==> src/hutw_pkg.sv <==
package hutw_pkg;

  localparam int IDX_W       = 10;
  localparam int TABLE_DEPTH = 1 << IDX_W;
  localparam int WORD_W      = 16;
  localparam int VAL_W       = 16;
  localparam int CNT_W       = 5;
  localparam int QUEUE_DEPTH = 4;
  localparam int QPTR_W      = $clog2(QUEUE_DEPTH);
  localparam int QCNT_W      = QPTR_W + 1;
  localparam int IN_DATA_W   = 48;
  localparam int OUT_DATA_W  = 16;

  typedef enum logic [0:0] {
    ACT_LOAD   = 1'b0,
    ACT_DECODE = 1'b1
  } action_t;

  typedef struct packed {
    action_t          act;
    logic [IDX_W-1:0] idx;
    logic [VAL_W-1:0] val;
    logic             internal;
    logic [WORD_W-1:0] word;
    logic [CNT_W-1:0] nbits;
  } cmd_t;

  typedef enum logic [1:0] {
    ST_IDLE,
    ST_WALK,
    ST_FLUSH
  } back_state_t;

endpackage

==> src/hutw_front.sv <==
module hutw_front import hutw_pkg::*; (
  input  logic                 clk,
  input  logic                 rst_n,
  input  logic                 in_tvalid,
  output logic                 in_tready,
  input  logic [IN_DATA_W-1:0] in_tdata,
  input  logic                 in_tuser,
  output logic                 q_valid,
  output cmd_t                 q_cmd,
  input  logic                 q_pop
);

  cmd_t               queue_r [QUEUE_DEPTH];
  logic [QPTR_W-1:0]  wr_ptr_r, wr_ptr_nxt;
  logic [QPTR_W-1:0]  rd_ptr_r, rd_ptr_nxt;
  logic [QCNT_W-1:0]  count_r, count_nxt;
  logic               push;
  logic               pop;
  cmd_t               cmd_in;
  logic [CNT_W-1:0]   nbits_raw;

  // classify and clamp the request
  always_comb begin
    nbits_raw       = in_tdata[47:43];
    cmd_in.act      = action_t'(in_tuser);
    cmd_in.idx      = in_tdata[IDX_W-1:0];
    cmd_in.val      = in_tdata[25:10];
    cmd_in.internal = in_tdata[26];
    cmd_in.word     = in_tdata[42:27];
    cmd_in.nbits    = (nbits_raw > CNT_W'(WORD_W)) ? CNT_W'(WORD_W) : nbits_raw;
  end

  assign in_tready = (count_r != QCNT_W'(QUEUE_DEPTH));
  assign push      = in_tvalid && in_tready;
  assign pop       = q_pop && q_valid;
  assign q_valid   = (count_r != '0);
  assign q_cmd     = queue_r[rd_ptr_r];

  always_comb begin
    wr_ptr_nxt = push ? wr_ptr_r + 1'b1 : wr_ptr_r;
    rd_ptr_nxt = pop ? rd_ptr_r + 1'b1 : rd_ptr_r;
    count_nxt  = count_r + QCNT_W'(push) - QCNT_W'(pop);
  end

  always_ff @(posedge clk) begin
    if (!rst_n) begin
      wr_ptr_r <= '0;
      rd_ptr_r <= '0;
      count_r  <= '0;
    end else begin
      wr_ptr_r <= wr_ptr_nxt;
      rd_ptr_r <= rd_ptr_nxt;
      count_r  <= count_nxt;
    end
  end

  always_ff @(posedge clk) begin
    if (push) begin
      queue_r[wr_ptr_r] <= cmd_in;
    end
  end

endmodule

==> config.mk <==
export PLATFORM = sky130hd
export DESIGN_NAME = hutw_front
export DESIGN_NICKNAME = d
export VERILOG_FILES = /design/src/hutw_pkg.sv /design/src/hutw_front.sv
export SDC_FILE = /design/constraint.sdc
export NUM_CORES = 1
export LEC_CHECK = 0
export ABC_CLOCK_PERIOD_IN_PS = 2300
export BUFFER_PORTS_ARGS = -buffer_cell sky130_fd_sc_hd__buf_4
export CAP_MARGIN = 5
export CORE_MARGIN = 2
export CORE_UTILIZATION = 51
export CTS_CLUSTER_SIZE = 10
export DETAILED_ROUTE_END_ITERATION = 8
export HOLD_SLACK_MARGIN = 0.08
export MAX_ROUTING_LAYER = met4
export PLACE_DENSITY = 0.76
export RECOVER_POWER = 50
export REMOVE_ABC_BUFFERS = 1
export SLEW_MARGIN = 10
export SYNTH_ARGS = -nofsm -noshare
export SYNTH_HDL_FRONTEND = slang
export SYNTH_SLANG_ARGS = --single-unit
==> constraint.sdc <==
create_clock -name clk -period 2.3 [get_ports clk]
set_input_delay 0.115 -clock clk [delete_from_list [all_inputs] [get_ports clk]]
set_output_delay 0.115 -clock clk [all_outputs]
set_load 0.02 [all_outputs]
# Word-level counts from Yosys, hierarchy flattened
# Memories as Yosys holds them, arrays and structs flattened. A register that Yosys moved wholly into a read port is not among the register bits.
# Index checks and enable logic that the tools add are counted.
# word_totals
n_memories	1
ram_bits	196
output_inout_bits	51
wordCells	18
regBits	7
# classes
reduce_logical	3
n_mux	5
n_addsub	4
eq_ne	1
n_lt_le_gt_ge	1
# mem_list
memory	depth	width	read_ports	rd_ports_with_merged_regs	wr	line_no	rtl
queue_r	4	49	1	1	1	hutw_front.sv:13	cmd_t queue_r [QUEUE_DEPTH];
# op_table
op	n
> comparator 5 bit (second input constant)	1
2-to-1 mux 5 bit	1
adder 2 x 1 -> 2 bit (second input constant)	2
2-to-1 mux 2 bit	2
adder 3 x 1 -> 3 bit	1
!= test 3 bit (second input constant)	1
nonzero test 3 bit	1
subtractor 3 x 1 -> 3 bit	1
logical AND 1 bit	2
2-to-1 mux 1 bit	2

# Logic depth before layout (Yosys ltp)
# Gate-level depths: netlist (run 1).
# depth
word_depth	4
mapped_depth	11

# Least setup slack after synthesis (run 1)
# Ideal clock, no wire load.
# synth_timing
kind	flip-flop to flip-flop
startpoint	register count_r[1]
endpoint	memory queue_r[2][0] (netlist bit) (enable)
t_arrival_ns	2.099
stages_incl_launch_ff	4
required_time_ns	1.888
synth_period_minus_slack_ns	2.511
slack_ns	-0.211
setup_time_ns	0.412
cell_sequence	dfxtp_1 nor2_1 a21boi_1 and2_1
# synth_between
elab_chain_len	4
# synth_rtl
item	line_no	rtl
start, declared	hutw_front.sv:16	logic [QCNT_W-1:0] count_r, count_nxt;
start signal, assigned	hutw_front.sv:53	count_r <= count_nxt;
!= test 3 bit	hutw_front.sv:33	assign in_tready = (count_r != QCNT_W'(QUEUE_DEPTH));
logical AND 1 bit	hutw_front.sv:34	assign push = in_tvalid && in_tready;
2-to-1 mux 1 bit	hutw_front.sv:58	if (push) begin
2-to-1 mux 1 bit (implied by the code)	hutw_front.sv:59	queue_r[wr_ptr_r] <= cmd_in;
end, declared	hutw_front.sv:13	
# Every way passes these cells.

# Worst setup path in the final report (run 1)
# layout_timing
startpoint	register count_r[1]
endpoint	register count_r[2]
# layout_between
elab_chain_len	4
word_cells_on_any_way	6
cone_classes	2 x add/sub; 1 x eq/ne; 3 x reduce/logical
# layout_rtl
item	line_no	rtl
!= test 3 bit	hutw_front.sv:33	
logical AND 1 bit	hutw_front.sv:34	
adder 3 x 1 -> 3 bit	hutw_front.sv:42	count_nxt = count_r + QCNT_W'(push) - QCNT_W'(pop);
subtractor 3 x 1 -> 3 bit (*)	hutw_front.sv:42	
# Every way passes the cells marked *; elsewhere a longest branch is shown, timed or not.
# A chain may end at the register's enable or synchronous reset.

==> results of run 1 <==
-- power by group through the flow --
stage / clock [mW] / combinational, mW / sequential, mW
6_report: 3.44 / 2.83 / 4.70
5_1_grt: 3.65 / 3.03 / 4.73
4_1_cts: 3.52 / 2.85 / 4.75
3_5_place_dp: 0 / 2.78 / 4.83
3_3_place_gp: 0 / 2.73 / 4.79
2_1_floorplan: 0 / 1.54 / 4.88
-- repair_timing --
action / 4_1_cts / 5_1_grt
hold buffers: 50 / 0
hold endpoints to repair: 205 / 0
setup buffers: 0 / 4
endpoints found under the setup margin: 0 / 10
gates resized for setup: 0 / 2
-- stage by stage --
stage / utilization / setup slack [ps] / power (mW)
5_1_grt: 0.670 / 11.5 / 11.4
2_1_floorplan: - / -733 / 6.43
3_5_place_dp: 0.597 / 15.1 / 7.61
3_3_place_gp: 0.597 / 175 / 7.52
6_report: 0.670 / 125 / 11.0
4_1_cts: 0.682 / 16.6 / 11.1
-- per-layer routing --
layer / vias to the layer above / global-route usage
li1: 1661 / -
met1: 1890 / 0.237
met2: 118 / 0.290
met3: 25 / 0.0323
met4: 0 / 0.0485
met5: - / -
-- synthesized netlist by cell type --
cell type	n
o311ai_0	1
nand2_1	5
nor2b_1	7
or3_1	1
nor2_1	1
mux4_2	47
buf_4	3
dfxtp_1	9
o31a_1	1
and2_1	7
buf_12	2
inv_1	5
buf_2	2
mux4_1	2
mux2i_1	2
buf_6	1
clkbuf_1	2
fa_1	1
ha_1	6
edfxtp_1	196
xnor2_1	4
a21boi_1	1
buf_1	3
-- worst max path at each step --
stage | endpoint | cells after the start | from
floorplan | q_cmd[46] | 1 | flop
global placement | count_r[2] | 11 | count_r[1]
detailed placement | count_r[2] | 11 | count_r[1]
CTS | q_cmd[21] | 3 | flop
global route | count_r[2] | 11 | count_r[1]
finish | count_r[2] | 11 | count_r[1]
-- layout by cell type, fill, tap and decap left out, types with 3 or more instances in the layout --
cell type / instances
mux4_2: 47
and2_2: 3
inv_1: 5
nor2b_1: 7
xnor2_1: 4
and2_1: 3
clkbuf_16: 25
buf_4: 70
buf_12: 3
dfxtp_1: 5
nand2_1: 5
dlygate4sd3_1: 50
ha_1: 6
clkbuf_1: 66
dfxtp_2: 3
edfxtp_1: 196
-- tightest hold or removal path: cells and delay by family --
kind,cells,cell delay (ps)
AO/OA/AOI/OAI,1,170
XOR/XNOR,1,90
buffers and inverters,1,90
AND/OR/NAND/NOR,1,100
-- sequential cells by signal, indices dropped and copies added (netlist names), named ones only --
register and cells:
queue_r 196, count_r 3, rd_ptr_r 2, wr_ptr_r 2
-- layout make-up --
type,count,area [sq um]
clock buffers,43,693
clock inverters,1,30.0
fillers,992,4800
inverters,5,18.8
multi-input cells,86,1410
flip-flops and latches,205,6070
well taps,184,230
repair buffers,173,1280
-- logic make-up after synthesis --
group                      synth area share
DFF                                   0.799
adders and majority gates            0.0125
AOI/OAI and AO/OA                   0.00330
and+or+nand+nor                      0.0153
muxes                                 0.149
xor gates and xnor gates            0.00462
buffers and inverters                0.0160
==> impl_metrics.py, run 1 <==
metrics = {
    "worst_setup_path": {
        "path_buf_inv": 3,
        "cp_common_cell": "inv_1",
        "max_stage_delay_ps": 390,
        "worstPathMaxFanout": 6,
        "rrSetupSlack_ps": 130,
        "r2r-end": "count_r[2]",
        "crit_type": "flop to flop",
        "crit_path_start_kind": "flop",
        "cp_data_arrival_time_ps": 2570,
        "worstPathRequired_ps": 2690,
        "critPathTopFamily": "adder cells",
        "r2r-start": "count_r[1]",
        "crit_chain": "nor2_1 > a21boi_1 > inv_1 > ha_1 > inv_1 > ha_1 > inv_1 > fa_1 > xnor2_1 > xnor2_1 > and2_1",
        "end_kind": "flop",
        "r2r_cells": 11,
        "slowest_stage": "dfxtp_2",
    },
    "final_layout": {
        "drive_gt1_frac": 0.302,
        "n_antenna_cell": 0,
        "fin_area_sq_um": 9730,
        "instances_no_fill": 697,
        "layout.nets": 555,
        "area_growth_pct": 28.2,
    },
    "sta": {
        "finalCritPeriodShare": 0.946,
        "tns_ps": 0,
        "relSlewSlack": 0.629,
        "skew_ps": 13.7,
        "tightest_slew_ps": 549,
        "clock.fmax_ghz": 0.460,
        "finalHoldViolCount": 0,
        "finalMaxSlewViolations": 0,
        "fin_crit_ps": 2170,
        "fin_hold_ws_ps": 105,
        "rsz0062_at_grt": "no",
        "setup_viol": 0,
    },
    "logic_synthesis": {
        "yosys_warnings": 0,
        "synthCells": 309,
        "synth_seq_area_share": 0.799,
        "syn_area_per_cell_sq_um": 24.6,
        "yosysTopAreaCell": "edfxtp_1",
        "ys_seq_elements": 205,
        "synth_top_cell_area_share": 0.775,
        "netlist_top_cells_area": "edfxtp_1, mux4_2, dfxtp_1, ha_1, mux4_1",
        "syn_area_sq_um": 7590,
        "yosysUniqueCellTypes": 23,
    },
    "pwr": {
        "p_int_mw": 8.05,
        "p_switching_mw": 2.92,
        "power_leakage_nw": 3.27,
        "p_seq_frac": 0.428,
        "p_comb_frac": 0.258,
        "clkPwrFrac": 0.314,
        "swShare": 0.266,
        "p_per_area_nw_per_um2": 1130,
        "vdd_drop_max_uv": 829,
    },
    "global_routing": {
        "grt_max_degree": 34,
        "antenna_found_initial": 0,
        "grt_pass1_wl_mm": 21.3,
        "grt_pass1_vias": 4026,
        "grt_util_all_layers": 0.178,
        "grt_overflow_total": 0,
    },
    "routing": {
        "avgRoutedWirePerCell_um": 19.5,
        "drt.antenna.violating_nets": 0,
        "highest_layer": "met4",
        "drt-met1-wl_mm": 5.76,
        "viasPerCell": 5.30,
        "route.vias.total": 3694,
        "wl_mm": 13.6,
        "met2_length_mm": 6.85,
        "drt_iter0_drc": 253,
        "wl_met3_um": 727,
        "first_pass_iters": 4,
        "drc_errors": 0,
    },
    "die": {
        "start_util": 0.522,
        "fp.coreArea_sq_um": 14500,
        "ios": 104,
        "die_h_um": 126,
        "rows": 44,
        "dieArea_sq_um": 15900,
        "die_w_um": 126,
    },
    "run": {
        "cap_violations": 0,
    },
    "clock_network": {
        "cts_buffers": 24,
        "clock-sinks": 205,
        "clkTransAtPathRegs_ps": 50,
        "clock_path_buffers": 3,
        "htreeDepth": 1,
        "cts_tree": "yes",
        "clock-root-buffer": "clkbuf_16",
        "clk_latency_ps": 500,
    },
    "place": {
        "portBuffers": 103,
        "hpwl_mm": 8.32,
        "finalWeightedCongestion": 0.705,
        "dpl.cell_count": 599,
        "placed_cell_area_sq_um": 8680,
    },
    "hold_path": {
        "min_path_type": "primary input to flop",
        "hp-start": "q_pop",
        "hold_path_end": "rd_ptr_r[0]",
        "whs_path_depth": 4,
    },
    "status": {
        "status": "finished clean",
    },
}
(Power assumes the default switching activity.)
==> run 2: changes to the inputs <==
--- a/config.mk
+++ b/config.mk
@@ -5,16 +5,15 @@
 export SDC_FILE = /design/constraint.sdc
 export NUM_CORES = 1
 export LEC_CHECK = 0
-export ABC_CLOCK_PERIOD_IN_PS = 2300
+export ABC_CLOCK_PERIOD_IN_PS = 2350
 export BUFFER_PORTS_ARGS = -buffer_cell sky130_fd_sc_hd__buf_4
-export CAP_MARGIN = 5
 export CORE_MARGIN = 2
-export CORE_UTILIZATION = 51
+export CORE_UTILIZATION = 57
 export CTS_CLUSTER_SIZE = 10
 export DETAILED_ROUTE_END_ITERATION = 8
 export HOLD_SLACK_MARGIN = 0.08
 export MAX_ROUTING_LAYER = met4
-export PLACE_DENSITY = 0.76
+export PLACE_DENSITY = 0.8
 export RECOVER_POWER = 50
 export REMOVE_ABC_BUFFERS = 1
 export SLEW_MARGIN = 10
==> constraint.sdc (replaced) <==
create_clock -name clk -period 2.35 [get_ports clk]
set_input_delay 0.1175 -clock clk [delete_from_list [all_inputs] [get_ports clk]]
set_output_delay 0.1175 -clock clk [all_outputs]
set_load 0.02 [all_outputs]
==> run 2 against run 1 <==
Against the previous run: via count decreased by 0.92%; clock skew decreased by 4.4 ps; largest cell class unchanged; largest power group unchanged; count of clock-buffer cells in the layout unchanged.
==> impl_metrics.py, run 2 (synthesized netlist as in run 1, its figures left out) <==
metrics = {
    "worst_setup_path": {
        "rrSetupSlack_ps": 160,
        "crit_type": "flop to primary output",
        "worstPathRequired_ps": 2230,
        "slowest_stage": "dfxtp_4",
        "worstPathMaxFanout": 18,
        "end_kind": "primary output",
        "r2r_cells": 11,
        "cp_common_cell": "buf_4",
        "cp_data_arrival_time_ps": 2090,
        "r2r-end": "count_r[2]",
        "max_stage_delay_ps": 560,
        "crit_path_start_kind": "flop",
        "r2r-start": "count_r[1]",
        "crit_chain": "buf_4 > mux4_2 > buf_4",
    },
    "routing": {
        "wl_mm": 13.7,
        "first_pass_iters": 6,
        "viasPerCell": 5.36,
        "drt.antenna.violating_nets": 0,
        "drc_errors": 0,
        "route.vias.total": 3660,
        "drt_iter0_drc": 276,
        "avgRoutedWirePerCell_um": 20.1,
    },
    "global_routing": {
        "grt_max_degree": 32,
        "grt_util_all_layers": 0.205,
        "antenna_found_initial": 0,
        "grt_pass1_wl_mm": 21.4,
        "grt_overflow_total": 0,
        "grt_pass1_vias": 3980,
    },
    "final_layout": {
        "instances_no_fill": 683,
        "drive_gt1_frac": 0.298,
        "top_regs": "queue_r: 196 flops, count_r: 3 flops",
        "n_antenna_cell": 0,
        "layout.nets": 549,
        "final_cell_mix": "edfxtp_1, buf_4, clkbuf_1",
        "seqCellArea_sq_um": 6070,
        "largest_reg_flops": 196,
        "final_common_cell": "edfxtp_1",
        "fill_cells": 813,
        "area_growth_pct": 27.2,
        "fin_util": 0.735,
        "top_register": "queue_r",
        "fin_area_sq_um": 9650,
        "multi_input_comb_area_sq_um": 1410,
    },
    "sta": {
        "finalCritPeriodShare": 0.937,
        "fin_crit_ps": 2200,
        "finalMaxSlewViolations": 0,
        "relSlewSlack": 0.661,
        "tns_ps": 0,
        "setup_viol": 0,
        "fin_ws_ps": 147,
        "clock.fmax_ghz": 0.454,
        "tightest_slew_ps": 509,
        "finalHoldViolCount": 0,
        "skew_ps": 9.22,
    },
    "pwr": {
        "power_leakage_nw": 3.23,
        "vdd_drop_max_uv": 752,
        "p_per_area_nw_per_um2": 1090,
    },
    "status": {
        "status": "finished clean",
    },
    "place": {
        "dpl.cell_count": 589,
        "placed_cell_area_sq_um": 8630,
        "place_ws_ps": 76.6,
        "hpwl_mm": 7.95,
        "portBuffers": 103,
        "finalWeightedCongestion": 0.703,
    },
    "clock_network": {
        "clk_latency_ps": 490,
        "clock-sinks": 205,
        "clkTransAtPathRegs_ps": 50,
        "cts_tree": "yes",
        "cts_buffers": 24,
        "htreeDepth": 1,
        "clock-root-buffer": "clkbuf_16",
        "clock_path_buffers": 3,
        "cts_setup_buffers": 0,
    },
    "die": {
        "dieArea_sq_um": 14300,
        "ios": 104,
        "rows": 42,
        "start_util": 0.578,
        "die_w_um": 119,
        "die_h_um": 119,
        "fp.coreArea_sq_um": 13100,
    },
    "hold_path": {
        "whs_path_depth": 4,
        "min_path_type": "primary input to flop",
        "hp-start": "q_pop",
    },
    "run": {
        "cap_violations": 0,
    },
}
## run 2: worst max-delay path by stage
stage                from  cells after the start    endpoint  slack (ps)
2_1_floorplan        flop                      1   q_cmd[46]        -690
3_3_place_gp   count_r[1]                     11  count_r[2]         230
3_5_place_dp   count_r[1]                     11  count_r[2]          80
4_1_cts        count_r[1]                     11  count_r[2]          70
5_1_grt        count_r[1]                     11  count_r[2]         -40
6_report             flop                      3   q_cmd[13]         150
## run 2: cell type report
cell class                      instances  area share
Clock buffer                           43      0.0729
Clock inverter                          1    0.000519
Inverter                                5     0.00194
Multi-Input combinational cell         86       0.146
Sequential cell                       205       0.629
Tap cell                              176      0.0228
Timing Repair Buffer                  167       0.127
## run 2: what timing repair did
item                                    in CTS  in global routing
endpoints found under the hold margin      205                  0
hold buffers                                50                  0
gates resized for setup                      0                  2
endpoints found under the setup margin       0                  1
## run 2: critical path: cells and delay by family (launching register included)
family / cells / cell delay [ps]
mux: 1 / 550
buf+inv: 2 / 470
flops: 1 / 560
## run 2: layer usage
| metal | vias to the layer above | wire, um | part of all wire | GRT usage |
|---|---|---|---|---|
| met5 | - | 0 | 0 | - |
| met4 | 0 | 208 | 0.015 | 0.0449 |
| met3 | 22 | 755 | 0.055 | 0.0364 |
| met2 | 131 | 7050 | 0.51 | 0.341 |
| met1 | 1857 | 5690 | 0.42 | 0.273 |
| li1 | 1650 | - | - | - |
## run 2: report_power, final
group	leakage [nW]	switching (mW)	total, mW	internal [mW]
clock	0.339	1.27	3.27	2.00
sequential	1.87	0.187	4.63	4.45
combinational	1.02	1.37	2.66	1.28
total	3.23	2.83	10.6	7.73
## run 2: stage by stage
step                total power, mW  hold slack [ps]
floorplan                      6.29              216
global placement               7.32              317
detailed placement             7.39              320
CTS                            10.7              132
global route                   11.0              143
finish                         10.6              140
==> run 3: changes to the inputs <==
--- a/config.mk
+++ b/config.mk
@@ -5,6 +5,7 @@
 export SDC_FILE = /design/constraint.sdc
 export NUM_CORES = 1
 export LEC_CHECK = 0
+export ABC_AREA = 1
 export ABC_CLOCK_PERIOD_IN_PS = 2350
 export BUFFER_PORTS_ARGS = -buffer_cell sky130_fd_sc_hd__buf_4
 export CORE_MARGIN = 2
==> run 3 against run 2 <==
Against the previous run: global-route usage is 3.7 points higher; flip-flop and latch count is the same; largest power group unchanged; synthesized cell count grew 78%.
==> impl_metrics.py, run 3 <==
metrics = {
    "die": {
        "fp.coreArea_sq_um": 13300,
        "die_h_um": 121,
        "dieArea_sq_um": 14600,
        "ios": 104,
        "rows": 42,
        "start_util": 0.585,
        "die_w_um": 121,
    },
    "pwr": {
        "power_leakage_nw": 3.42,
        "finalPower_mw": 10.7,
        "p_per_area_nw_per_um2": 1090,
        "vdd_drop_max_uv": 705,
    },
    "hold_path": {
        "whs_path_depth": 4,
        "min_path_type": "primary input to flop",
    },
    "final_layout": {
        "final_common_cell": "edfxtp_1",
        "drive_gt1_frac": 0.142,
        "fin_area_sq_um": 9740,
        "n_antenna_cell": 0,
        "largest_reg_flops": 196,
        "final_cell_mix": "edfxtp_1, nor2_1, o21ai_0",
        "area_growth_pct": 25.2,
        "layout.nets": 771,
        "top_register": "queue_r",
        "top_regs": "queue_r: 196 flops, count_r: 3 flops",
        "instances_no_fill": 896,
    },
    "sta": {
        "tightest_slew_ps": 555,
        "finalHoldViolCount": 0,
        "fin_hold_ws_ps": 416,
        "skew_ps": 8.23,
        "setup_viol": 0,
        "finalMaxSlewViolations": 0,
        "finalCritPeriodShare": 0.948,
        "fin_crit_ps": 2230,
        "clock.fmax_ghz": 0.449,
        "rsz0062_at_grt": "no",
        "tns_ps": 0,
        "relSlewSlack": 0.630,
    },
    "logic_synthesis": {
        "synth_xor_area_frac": 0,
        "synth_top_family_by_area": "compound AO/OA/AOI/OAI gates",
        "yosys_warnings": 0,
        "synthCells": 549,
        "ys_seq_elements": 205,
        "synthSimpleGateAreaFrac": 0.0621,
        "syn_area_sq_um": 7780,
        "synth_top_cell_area_share": 0.756,
        "netlist_top_cells_area": "edfxtp_1, o21ai_0, nor2_1, o22ai_1, dfxtp_1",
        "yosysUniqueCellTypes": 22,
        "synthMuxAreaShare": 0,
        "syn_area_per_cell_sq_um": 14.2,
        "synth-async-reset-ratio": 0,
        "yosysTopAreaCell": "edfxtp_1",
        "synth_ff_type": "edfxtp_1",
        "synth_common_cells": "edfxtp_1, nor2_1, o21ai_0, o22ai_1, inv_1",
        "synthAdderAreaFrac": 0.0122,
        "synth_edf_count": 196,
        "synth_seq_area_share": 0.780,
        "synth_compound_area_frac": 0.110,
        "synthMostInstantiatedCell": "edfxtp_1",
    },
    "worst_setup_path": {
        "path_depth": 4,
        "crit_type": "flop to primary output",
        "r2r_cells": 6,
        "max_stage_delay_ps": 530,
        "crit_path_start_kind": "flop",
        "critPathTopFamily": "buffers and inverters",
        "worstPathRequired_ps": 2230,
        "cp_common_cell": "buf_4",
        "crit_chain": "buf_4 > o21ai_0 > o22ai_1 > buf_4",
        "slowest_stage": "dfxtp_4",
        "path_buf_inv": 2,
        "end_kind": "primary output",
        "cp_data_arrival_time_ps": 2110,
        "worstPathMaxFanout": 28,
    },
    "clock_network": {
        "htreeDepth": 1,
        "clock_path_buffers": 3,
        "clkTransAtPathRegs_ps": 50,
        "cts_tree": "yes",
        "clk_latency_ps": 500,
        "cts_buffers": 24,
        "clock-sinks": 205,
        "clock-root-buffer": "clkbuf_16",
    },
    "routing": {
        "drc_errors": 0,
        "first_pass_iters": 5,
        "drt_iter0_drc": 458,
        "avgRoutedWirePerCell_um": 19.1,
        "route.vias.total": 5094,
        "viasPerCell": 5.69,
        "wl_mm": 17.1,
        "drt.antenna.violating_nets": 0,
    },
    "global_routing": {
        "grt_util_all_layers": 0.242,
        "antenna_found_initial": 0,
        "grt_pass1_wl_mm": 26.5,
        "grt_pass1_vias": 5209,
        "grt_max_degree": 99,
        "grt_overflow_total": 0,
    },
    "place": {
        "portBuffers": 103,
        "placed_cell_area_sq_um": 8730,
        "dpl.cell_count": 809,
        "finalWeightedCongestion": 0.769,
        "hpwl_mm": 9.11,
    },
    "run": {
        "cap_violations": 0,
    },
    "status": {
        "status": "finished clean",
    },
}
run 3: changes by cell type in the layout (fill, tap and decap cells not counted), moves of 4 or more:
cell | previous run | this run
clkbuf_1 | 65 | 56
nor2_1 | 1 | 106
mux4_2 | 47 | 0
a21oi_1 | 0 | 8
and2_2 | 4 | 0
inv_1 | 5 | 18
nor2b_1 | 7 | 0
xnor2_1 | 4 | 0
nand2_1 | 5 | 13
o22ai_1 | 0 | 49
o21ai_0 | 0 | 94
o21ai_1 | 0 | 5
nor2_4 | 0 | 4
run 3: final cells by class:
| cell class | instances | area, sq um |
|---|---|---|
| multi-input cells | 292 | 1470 |
| repair buffers | 168 | 1230 |
| well taps | 176 | 220 |
| flip-flops and latches | 205 | 6070 |
| inverters | 20 | 82.6 |
| clock inverters | 1 | 3.75 |
| clock buffers | 34 | 669 |
| fillers | 835 | 3550 |
run 3: routing by layer:
layer	routed length [um]	GRT usage	vias up
met5	0	-	-
met4	256	0.0698	0
met3	1260	0.0448	28
met2	8930	0.405	213
met1	6640	0.306	2507
li1	-	-	2346
run 3: cell families (layout without fill, tap and decap cells):
| family | count (synthesis) | after routing |
|---|---|---|
| adders and majority gates | 7 | 7 |
| and+or+nand+nor | 127 | 127 |
| AOI/OAI and AO/OA | 158 | 158 |
| buffers and inverters | 52 | 223 |
| DFF | 205 | 205 |
run 3: path summary, 6_finish.rpt:
path / slack [ps] / to / start
max reg2reg: 310 / queue_r[1][6] / count_r[1]
min reg2reg: 480 / rd_ptr_r[0] / rd_ptr_r[0]
min: 420 / count_r[0] / rst_n
max: 120 / q_cmd[46] / flop
run 3: stage by stage:
stage          worst slack [ps]   util
3_5_place_dp                354  0.657
3_3_place_gp                449  0.657
5_1_grt                    26.1  0.733
6_report                    123  0.733
4_1_cts                    25.1  0.747
2_1_floorplan             -1060      -
run 3: what timing repair did:
action,4_1_cts,5_1_grt
hold buffers,52,0
resized for setup,1,2
setup buffers,0,0
endpoints found under the hold margin,205,0
setup endpoints to repair,1,6
run 3: where the power goes:
group	internal (mW)	switching (mW)	total, mW	leakage (nW)
clock	1.94	1.29	3.23	0.326
combinational	0.971	1.83	2.80	1.22
sequential	4.46	0.171	4.63	1.87
run 3: tightest hold or removal path, delay by kind of cell:
| family | cells | cell delay [ps] |
|---|---|---|
| buffers and inverters | 3 | 700 |
| AND/OR/NAND/NOR | 1 | 60 |
